[config.mk]
export PLATFORM = sky130hd
export DESIGN_NAME = bwarp_axis
export DESIGN_NICKNAME = d
export VERILOG_FILES = /design/src/bwarp_pkg.sv /design/src/bwarp_axis.sv
export SDC_FILE = /design/constraint.sdc
export NUM_CORES = 1
export LEC_CHECK = 0
export ABC_AREA = 1
export BUFFER_PORTS_ARGS = -buffer_cell sky130_fd_sc_hd__buf_2
export CORE_ASPECT_RATIO = 1.75
export CORE_UTILIZATION = 55
export CTS_CLUSTER_DIAMETER = 100
export DETAILED_ROUTE_END_ITERATION = 8
export PLACE_DENSITY = 0.84
export SYNTH_ARGS = -nofsm -noshare
export SYNTH_HDL_FRONTEND = slang
export SYNTH_SLANG_ARGS = --single-unit
[constraint.sdc]
create_clock -name clk_i -period 4.72 [get_ports clk_i]
set_clock_uncertainty 0.1 [all_clocks]
set_input_delay 0.472 -clock clk_i [delete_from_list [all_inputs] [get_ports clk_i]]
set_output_delay 0.472 -clock clk_i [all_outputs]
set_load 0.01 [all_outputs]
[src/bwarp_pkg.sv]
package bwarp_pkg;

  // image geometry and number format
  localparam int MAX_COLS  = 256;
  localparam int MAX_ROWS  = 256;
  localparam int FRAC_BITS = 8;

  // fixed field widths
  localparam int PIX_W  = 16;
  localparam int DISP_W = 16;
  localparam int IDX_W  = 8;
  localparam int CFG_W  = 9;

  // derived widths
  localparam int TAP_W  = $clog2((MAX_COLS > MAX_ROWS) ? MAX_COLS : MAX_ROWS);
  localparam int SIZE_W = TAP_W + 1;
  localparam int ADDR_W = $clog2(MAX_COLS * MAX_ROWS);
  localparam int WGT_W  = FRAC_BITS + 1;
  localparam int POS_W  = (((IDX_W + FRAC_BITS) > DISP_W) ? (IDX_W + FRAC_BITS) : DISP_W) + 2;
  localparam int H_W    = PIX_W + FRAC_BITS + 2;
  localparam int V_W    = H_W + FRAC_BITS + 2;

  // register indexes
  localparam int CFG_IDX_W = 1;
  localparam logic [CFG_IDX_W-1:0] CFG_COLS = 1'b0;
  localparam logic [CFG_IDX_W-1:0] CFG_ROWS = 1'b1;

  localparam logic [CFG_W-1:0] COLS_RST = CFG_W'(MAX_COLS);
  localparam logic [CFG_W-1:0] ROWS_RST = CFG_W'(MAX_ROWS);

  // item kinds
  localparam logic OP_LOAD = 1'b0;
  localparam logic OP_WARP = 1'b1;

  // taps of one axis: first index, second index, weight of the second
  typedef struct packed {
    logic [TAP_W-1:0] a;
    logic [TAP_W-1:0] b;
    logic [WGT_W-1:0] w;
  } bw_tap_t;

  // side info that travels with the pixel reads
  typedef struct packed {
    logic             vld;
    logic [WGT_W-1:0] wx;
    logic [WGT_W-1:0] wy;
  } bw_wgt_t;

endpackage

[src/bwarp_axis.sv]
module bwarp_axis import bwarp_pkg::*; (
  input  logic                     clk_i,
  input  logic                     en_i,
  input  logic [IDX_W-1:0]         idx_i,
  input  logic signed [DISP_W-1:0] disp_i,
  input  logic [TAP_W-1:0]         n_m1_i,
  output bw_tap_t                  tap_o
);

  localparam int IP_W = POS_W - 1 - FRAC_BITS;

  logic signed [POS_W-1:0] pos;
  logic [IP_W-1:0]         ip;
  logic                    neg_small;
  bw_tap_t                 tap_d, tap_q;

  always_comb begin
    pos       = $signed(POS_W'({idx_i, {FRAC_BITS{1'b0}}})) + POS_W'(disp_i);
    ip        = pos[POS_W-2:FRAC_BITS];
    // position in (-1,0): truncates to 0, extrapolates from pixels 0 and 1
    neg_small = (&pos[POS_W-1:FRAC_BITS]) && (|pos[FRAC_BITS-1:0]);
    tap_d     = '0;
    if (pos[POS_W-1]) begin
      if (neg_small && (n_m1_i != '0)) begin
        tap_d.b = TAP_W'(1);
        tap_d.w = pos[WGT_W-1:0];
      end
    end else if (ip >= IP_W'(n_m1_i)) begin
      tap_d.a = n_m1_i;
      tap_d.b = n_m1_i;
    end else begin
      tap_d.a = TAP_W'(ip);
      tap_d.b = TAP_W'(ip) + TAP_W'(1);
      tap_d.w = {1'b0, pos[FRAC_BITS-1:0]};
    end
  end

  always_ff @(posedge clk_i) begin
    if (en_i) begin
      tap_q <= tap_d;
    end
  end

  assign tap_o = tap_q;

endmodule

==> qor.txt <==
CP cell instances = buf_2 -> ha_1 -> inv_1 -> fa_1 -> inv_1 -> nand2_2 -> nand2_4 -> nand3_1 -> nand2_1 -> inv_1 -> ha_1 -> nand2_1 -> nor2_1 -> nand2_1 -> nand3_1 -> nand2_1 -> nand2_1 -> nand2_1 -> nand3_4 -> nor2_4 -> nand3_1 -> nand2_1
Fillcell total = 334
Clock Sink Count = 25
Gr ovfl total = 0
Crit path top cell by count = nand2_1
Synth cell types = 25
Critical Path Max Stage Delay = 0.39 ns
Total track usage = 22.8%
Die area = 4070 µm²
Post-Synthesis Cells = 265
Worst hold path type = primary input to flop
Antenna violations before repair = 0
CP endpoint kind = flop
First-pass GRT wire length = 7.26 mm
DP Cell Count = 366
CP required = 4.76 ns
Max reg flops = 25
Top cell type's share of synthesized area = 35.8%
Crit start category = primary input
Comb pwr share = 38.8%
Sw power = 234 µW
Die width = 48.7 µm
Layout Nets = 378
Synthesized area = 2100 µm²
I/O pins = 59
Seq/Total Area, Yosys = 35.8%
Max_slew headroom = 64.3%
Commonest cells after routing, fill and taps aside = nand2_1, buf_2, nand3_1, inv_1, edfxtp_1
Fin util = 67.7%
CTS tree = built
Post-CTS Resized = 0
Power Internal = 432 µW
Vias = 1893
Overall power = 666 µW
Pin count of the biggest net entering global routing = 26
H-tree depth = 1
Setup TNS = 0 ns
Setup CP Type = primary input to flop
Max IR drop VDD = 0.000129 V
Critical path arrival = 3.13 ns
Synth Register Bits = 25
Final period util = 65.5%
Initial DRC count = 47
Port buffer count = 58
Cts hold-fix bufs = 0
Setup bufs post-CTS = 0
Hold slack = 0.431 ns
Post-detail-place hpwl = 3.61 mm
Yosys top cell by area = edfxtp_1
RSZ-0062 raised after global routing = no
Synth top area cells = edfxtp_1, nand2_1, ha_1
Worst slew pin tran = 0.535 ns
Proportion of layout cells with a drive suffix above 1 = 27.2%
Initial Util = 57.8%
Core area = 3630 µm²
Period minus WS final = 3.09 ns
Routability cong. = 0.859
Cell Rows = 29
Status = finished clean
TritonRoute pass-1 iters = 5
Fin cells = 370
Routed wire length = 4.30 mm
# DRC = 0
Syn Area/Cell = 7.91 µm²
Most common cell after layout, fill and taps aside = nand2_1
Highest clock rate = 324 MHz
Lkg Pwr = 1.34 nW
Worst-path clk slew = 0.08 ns
P&R area growth vs syn = 17.1%
Worst-path maximum fanout = 14
Max cap viols = 0
Vert. Die Dim = 83.7 µm
Final number of max-transition violations = 0
Number of antenna diodes = 0
Switching Fraction = 35.1%
Num CTS Buffers = 3
Drt wl/cell = 11.6 µm
Root Driver = clkbuf_8
Worst path slowest cell = fa_1
Reg power frac = 42.6%
Fin. Hold Viols = 0
DR vias/cell = 5.12
# setup viols final = 0
Syn nets = 318
Vias in the first global route = 1846
Yosys warning total = 0
Post-route ant nets = 0
Power Density = 271 nW/µm²
Clock power frac = 18.7%
Clock buffer depth = 2
[layout make-up]
cell class / instances / area, µm² / area share, %
repair buffers: 58 / 290 / 11.8
inverters: 40 / 153 / 6.22
clock buffers: 4 / 45.0 / 1.83
multi-input cells: 197 / 1160 / 47.2
well taps: 46 / 57.6 / 2.34
flip-flops and latches: 25 / 751 / 30.6
[final timing paths]
check / startpoint / to / slack, ns / depth (start not counted)
max: idx_i[0] / tap_o[16]$_SDFFCE_PN0P_ / 1.63 / 22
min: disp_i[4] / tap_o[4]$_DFFE_PP_ / 0.43 / 3
[synthesized netlist by cell type]
library cell and number:
nor2_8 1, nand4_1 5, nor2_4 2, inv_1 39
a21oi_2 1, fa_1 1, o21a_1 1, ha_1 18
xor2_1 2, edfxtp_1 25, or2_4 1, nand2_4 4
xnor2_1 2, nand3_4 1, nand3_2 2, buf_6 3
nand2_2 10, nand3_1 40, a21oi_1 7, a21o_1 1
nor2_1 14, nand3b_4 1, inv_4 1, nand2_1 80
nor2_2 3
[metal layers]
layer / GRT usage [%] / vias to the layer above / part of all wire (%)
li1: - / 978 / -
met1: 22.4 / 839 / 35
met2: 46.0 / 67 / 59
met3: 1.46 / 9 / 3.9
met4: 10.4 / 0 / 2.4
met5: 0 / - / 0
[kinds of logic after synthesis]
kind of cell | count (synthesis) | share of synthesized area [%]
simple gates | 164 | 39.1
flops | 25 | 35.8
compound gates | 10 | 2.81
xor+xnor | 4 | 1.67
fa+ha+maj | 19 | 11.7
buf+inv | 43 | 8.90
[through the flow]
step,instance area (µm²),setup slack (ns)
6_report,2450,1.63
2_1_floorplan,2100,1.76
3_5_place_dp,2410,1.36
4_1_cts,2450,1.63
5_1_grt,2450,1.23
3_3_place_gp,2410,1.48
[power groups by stage]
stage	logic, mW	registers [mW]	clock network [mW]
floorplan	0.171	0.305	0
global placement	0.251	0.288	0
detailed placement	0.257	0.289	0
CTS	0.259	0.284	0.123
global route	0.293	0.286	0.131
finish	0.258	0.283	0.124
[critical path: cells and delay by family]
kind | cells | cell delay, ns
buf+inv | 4 | 0.29
fa+ha+maj | 3 | 0.85
simple gates | 15 | 1.52
Power figures use the tool's default switching activity.
