[src/bwarp_pkg.sv]
package bwarp_pkg;

  // image geometry and number format
  localparam int MAX_COLS  = 256;
  localparam int MAX_ROWS  = 256;
  localparam int FRAC_BITS = 8;

  // fixed field widths
  localparam int PIX_W  = 16;
  localparam int DISP_W = 16;
  localparam int IDX_W  = 8;
  localparam int CFG_W  = 9;

  // derived widths
  localparam int TAP_W  = $clog2((MAX_COLS > MAX_ROWS) ? MAX_COLS : MAX_ROWS);
  localparam int SIZE_W = TAP_W + 1;
  localparam int ADDR_W = $clog2(MAX_COLS * MAX_ROWS);
  localparam int WGT_W  = FRAC_BITS + 1;
  localparam int POS_W  = (((IDX_W + FRAC_BITS) > DISP_W) ? (IDX_W + FRAC_BITS) : DISP_W) + 2;
  localparam int H_W    = PIX_W + FRAC_BITS + 2;
  localparam int V_W    = H_W + FRAC_BITS + 2;

  // register indexes
  localparam int CFG_IDX_W = 1;
  localparam logic [CFG_IDX_W-1:0] CFG_COLS = 1'b0;
  localparam logic [CFG_IDX_W-1:0] CFG_ROWS = 1'b1;

  localparam logic [CFG_W-1:0] COLS_RST = CFG_W'(MAX_COLS);
  localparam logic [CFG_W-1:0] ROWS_RST = CFG_W'(MAX_ROWS);

  // item kinds
  localparam logic OP_LOAD = 1'b0;
  localparam logic OP_WARP = 1'b1;

  // taps of one axis: first index, second index, weight of the second
  typedef struct packed {
    logic [TAP_W-1:0] a;
    logic [TAP_W-1:0] b;
    logic [WGT_W-1:0] w;
  } bw_tap_t;

  // side info that travels with the pixel reads
  typedef struct packed {
    logic             vld;
    logic [WGT_W-1:0] wx;
    logic [WGT_W-1:0] wy;
  } bw_wgt_t;

endpackage

[src/bwarp_interp.sv]
module bwarp_interp import bwarp_pkg::*; (
  input  logic             clk_i,
  input  logic             rst_ni,
  input  logic             en_i,
  input  bw_wgt_t          wgt_i,
  input  logic [PIX_W-1:0] p11_i,
  input  logic [PIX_W-1:0] p21_i,
  input  logic [PIX_W-1:0] p12_i,
  input  logic [PIX_W-1:0] p22_i,
  output logic             vld_o,
  output logic [PIX_W-1:0] value_o
);

  localparam int D_W  = PIX_W + 1;
  localparam int DH_W = H_W + 1;
  localparam int QM_W = V_W - 2 * FRAC_BITS;
  localparam logic [V_W-1:0]  HALF    = V_W'(1) << (2 * FRAC_BITS - 1);
  localparam logic [QM_W-1:0] POS_LIM = QM_W'((1 << (PIX_W - 1)) - 1);
  localparam logic [QM_W-1:0] NEG_LIM = QM_W'(1 << (PIX_W - 1));

  logic signed [D_W-1:0]   dx1, dx2;
  logic signed [WGT_W-1:0] wx;
  logic signed [H_W-1:0]   h1_d, h2_d, h1_q, h2_q;
  logic [WGT_W-1:0]        wy_q;
  logic signed [DH_W-1:0]  dh;
  logic signed [V_W-1:0]   v_d, v_q;
  logic [V_W-1:0]          mag, rsum;
  logic [QM_W-1:0]         qm;
  logic [PIX_W-1:0]        val_d, val_q;
  logic                    v4_q, v5_q, v6_q;

  // horizontal pass on both rows
  always_comb begin
    wx   = $signed(wgt_i.wx);
    dx1  = D_W'($signed(p21_i)) - D_W'($signed(p11_i));
    dx2  = D_W'($signed(p22_i)) - D_W'($signed(p12_i));
    h1_d = (H_W'($signed(p11_i)) <<< FRAC_BITS) + H_W'(dx1) * H_W'(wx);
    h2_d = (H_W'($signed(p12_i)) <<< FRAC_BITS) + H_W'(dx2) * H_W'(wx);
  end

  // vertical pass, exact in 2*FRAC_BITS fraction bits
  always_comb begin
    dh  = DH_W'(h2_q) - DH_W'(h1_q);
    v_d = (V_W'(h1_q) <<< FRAC_BITS) + V_W'(dh) * V_W'($signed(wy_q));
  end

  // round half away from zero, then saturate
  always_comb begin
    mag  = v_q[V_W-1] ? V_W'(-v_q) : V_W'(v_q);
    rsum = mag + HALF;
    qm   = rsum[V_W-1:2*FRAC_BITS];
    if (!v_q[V_W-1]) begin
      val_d = (qm > POS_LIM) ? POS_LIM[PIX_W-1:0] : qm[PIX_W-1:0];
    end else begin
      val_d = (qm > NEG_LIM) ? NEG_LIM[PIX_W-1:0] : (~qm[PIX_W-1:0] + PIX_W'(1));
    end
  end

  always_ff @(posedge clk_i) begin
    if (en_i) begin
      h1_q  <= h1_d;
      h2_q  <= h2_d;
      wy_q  <= wgt_i.wy;
      v_q   <= v_d;
      val_q <= val_d;
    end
  end

  always_ff @(posedge clk_i or negedge rst_ni) begin
    if (!rst_ni) begin
      v4_q <= 1'b0;
      v5_q <= 1'b0;
      v6_q <= 1'b0;
    end else if (en_i) begin
      v4_q <= wgt_i.vld;
      v5_q <= v4_q;
      v6_q <= v5_q;
    end
  end

  assign vld_o   = v6_q;
  assign value_o = val_q;

endmodule

[config.mk]
export PLATFORM = sky130hd
export DESIGN_NAME = bwarp_interp
export DESIGN_NICKNAME = d
export VERILOG_FILES = /design/src/bwarp_pkg.sv /design/src/bwarp_interp.sv
export SDC_FILE = /design/constraint.sdc
export NUM_CORES = 2
export LEC_CHECK = 0
export ABC_AREA = 1
export BUFFER_PORTS_ARGS = -buffer_cell sky130_fd_sc_hd__buf_2
export CAP_MARGIN = 15
export CORE_ASPECT_RATIO = 0.7
export CORE_UTILIZATION = 30
export DETAILED_ROUTE_END_ITERATION = 7
export PLACE_DENSITY_LB_ADDON = 0.2
export SYNTH_ARGS = -nofsm -noshare
export SYNTH_HDL_FRONTEND = slang
export SYNTH_SLANG_ARGS = --single-unit
export TNS_END_PERCENT = 10
[constraint.sdc]
create_clock -name clk_i -period 17.75 [get_ports clk_i]
set_input_delay 0.8875 -clock clk_i [delete_from_list [all_inputs] [get_ports clk_i]]
set_output_delay 0.8875 -clock clk_i [all_outputs]
set_load 0.02 [all_outputs]
==> impl_summary.txt <==
----------------------------------------------------
[CTS]
  Clock transition at the register clock pins on the worst setup and hold paths after CTS ... 60 ps
  Buffers inserted during post-CTS setup optimization ... 0
  Worst-case clock buffer depth ... 2
  Number of resized instances in the post-cts repair step ... 0
  Clock root buffer master ... sky130_fd_sc_hd__clkbuf_16
  Count of clock tree sinks ... 116
  # H-tree levels ... 4
  Num CTS Buffers ... 17
  Clock Latency Late Sink ... 440 ps
  Clock tree from TritonCTS ... yes
  Hold-fix buffers at CTS ... 0

[Setup path]
  Data arrival at the endpoint of the critical path ... about 8700 ps
  Critical path class ... primary input to register
  Count of buffering cells on the critical path with inverters included ... 3
  Crit-path most repeated cell ... sky130_fd_sc_hd__nand2_1
  Delay of the slowest critical-path stage ... 610 ps
  Maximum fanout along the worst path ... 8
  CP Launch Type ... primary input
  Required time reported for the critical path endpoint ... between 15000 and 20000 ps
  Slowest cell on the critical path ... sky130_fd_sc_hd__xor2_1
  Largest delay share family, worst path ... adder cells
  Endpoint type of the worst setup path ... register

[STA]
  Unrepaired setup endpoints after global routing ... false
  Final critical-path share of the clock period ... 47.9%
  Setup TNS ... 0 ps
  Worst Clk Skew ... 8.97 ps
  Final setup violation count ... 0
  Max-slew violation count ... 0
  Time the worst path needs with I/O delays and setup ... 8500 ps
  Max frequency ... 0.118 GHz
  Final setup margin ... 9250 ps
  Final-report hold violation count ... 0
  Slew at the pin with the worst max-slew slack ... between 1000 and 1500 ps
  Worst slew margin ... 26.9%

[Floorplan]
  Ports ... about 100
  Die outline height ... between 200 and 300 um
  Die X ... 371 um
  Starting Density ... just over 30%
  Placeable core region ... roughly 0.094 sq mm
  Die Area ... 0.0964 sq mm
  Number of standard-cell rows in the floorplan ... 94

[Synthesis]
  Avg Synthesized Cell Area ... 8.03 sq um
  Count of warnings emitted by yosys ... 0
  Synthesized Nets ... 4396
  Most used flip-flop cell after synthesis ... sky130_fd_sc_hd__edfxtp_1
  Number of enable-type register cells in the synthesized netlist ... between 100 and 150
  Portion of the post-synthesis area used by sequential elements ... 12.1%
  Number of distinct library cells after synthesis ... between 40 and 50
  Post-Synthesis Cell Area ... 0.0286 sq mm
  Synthesized flop and latch total ... 116
  Share of flip-flops with an asynchronous set or reset after synthesis ... under 10%
  Post-Syn Instances ... 3558

[Place]
  Worst setup timing slack at the placement stage ... 8810 ps
  Area post-placement ... 0.0305 sq mm
  Placed Instances ... 4867
  I/O Buffers ... roughly 100
  Placer's final routability congestion estimate ... about 0.87
  Final HPWL from detailed placement ... 67700 um

[Flow run]
  Max-cap check violation count ... 0

[Global route]
  Number of antenna violations at the first check in global routing ... 2
  Number of global-route vias before repair ... between 20000 and 25000
  Gr usage total ... around 17%
  Global-route wire length before repair ... 129000 um
  Pin count of the biggest net entering global routing ... 68
  Global route overflow ... 0

[Detailed routing]
  Remaining antenna violation count ... 0
  Post-detailed-route DRC marker count ... 0
  Final wirelength ... 79600 um
  DR pass1 iterations ... 5
  Via count normalized by instance count ... 4.54
  Violation count after the first detailed-route iteration ... 1446
  Detailed-route wire length per cell ... around 16 um
  Via count ... 22300

[Layout]
  Fraction of final layout cells sized beyond drive strength 1 ... roughly 6.8%
  Net count of the finished layout ... 4476
  Finished Cell Area ... between 0.03 and 0.04 sq mm
  Total inserted antenna cells ... 0
  Relative area change from synthesis to final layout ... 8.97%
  Number of cells in the finished layout apart from fillers ... 4899

[Status]
  Status ... finished clean

[Hold path]
  Hold/Removal Path Class ... primary input to async pin

----------------------------------------------------
==> path summary, 6_finish.rpt <==
path | cells past startpoint | end | slack (ps) | from
max in group asynchronous | 1 | vld_o | 17420 | rst_ni
worst max register to register | 32 | v_q[33] | 9290 | h1_q[2]
min in group clk_i | 2 | v5_q | 510 | v4_q
worst min-delay path | 1 | v5_q | 230 | rst_ni
worst min register to register | 2 | v5_q | 510 | v4_q
worst max-delay path | 32 | h2_q[24] | 9250 | p12_i[2]
==> per-layer routing <==
metal	vias to the layer above	GRT usage (%)	wire [um]
li1	10800	-	-
met1	11000	27.8	43100
met2	503	24.0	30600
met3	30	3.36	5200
met4	0	2.23	622
met5	-	0	0
==> cell type report <==
type	count	area, sq um
Fill cell	10100	63000
Multi-Input combinational cell	2435	21300
Inverter	944	3540
Sequential cell	116	3470
Tap cell	1248	1560
Timing Repair Buffer	124	678
Clock buffer	17	425
Clock inverter	15	163
==> kinds of logic (layout without fill, tap and decap cells) <==
kind of cell	after synthesis	after routing	synth area share (%)
compound gates	259	259	5.04
fa+ha+maj	752	752	46.3
flops	116	116	12.1
buf+inv	1007	1100	13.3
xor+xnor	133	133	4.08
mux	1	1	0.0394
simple gates	1290	1290	19.0
==> worst register-to-register path: cells and delay by family, from the launching register on <==
kind | cells | cell delay [ps]
adder cells (fa/ha/maj) | 7 | 3300
XOR/XNOR | 2 | 860
flip-flops | 1 | 390
buffers and inverters | 6 | 330
AO/OA/AOI/OAI | 11 | 2650
AND/OR/NAND/NOR | 6 | 660
==> synthesized netlist by cell type, drive strengths merged (2+ instances only) <==
master	n	area [sq um]
nor2	366	1480
dfrtp	3	75.1
o21ai	77	385
nand2	716	2770
o221ai	3	26.3
inv	943	3540
a211oi	3	22.5
nor3	15	75.1
xor2	89	780
a21o	9	67.6
ha	243	3040
nand3b	7	52.6
a21boi	12	90.1
o211ai	4	30.0
nand3	112	586
nand4	39	244
and2	3	18.8
a221oi	2	17.5
xnor2	44	385
a31oi	9	56.3
fa	509	10200
buf	11	71.3
o21bai	8	60.1
edfxtp	113	3390
or2	31	194
clkbuf	52	195
a21oi	126	631
==> registers in the layout, summed over array words and instances (netlist names) <==
signal,flops
v_q,36
h1_q,26
h2_q,26
value_o,16
wy_q,9
v4_q,1
v5_q,1
vld_o,1
==> cell usage in the layout, fill, tap and decap left out, drive strengths merged, types with 2 or more instances in the layout <==
cell type    n
inv        944
nand2      716
fa         509
nor2       366
ha         243
a21oi      126
buf        124
edfxtp     113
nand3      112
xor2        89
o21ai       77
xnor2       44
nand4       39
or2         31
clkbuf      17
nor3        15
a21boi      12
a21o         9
a31oi        9
o21bai       8
clkinv       8
nand3b       7
o211ai       4
clkinvlp     4
and2         3
a211oi       3
o221ai       3
bufinv       3
dfrtp        3
a221oi       2
==> through the flow <==
| stage | util (%) | hold WS (ps) |
|---|---|---|
| 2_1_floorplan | - | 478 |
| 3_3_place_gp | 32.4 | 488 |
| 3_5_place_dp | 32.4 | 504 |
| 4_1_cts | 33.1 | 201 |
| 5_1_grt | 33.1 | 209 |
| 6_report | 33.1 | 230 |
Power is left out: the tool's default activity adds up to more than one toggle a clock period on the data nets, which glitch-free logic cannot reach.
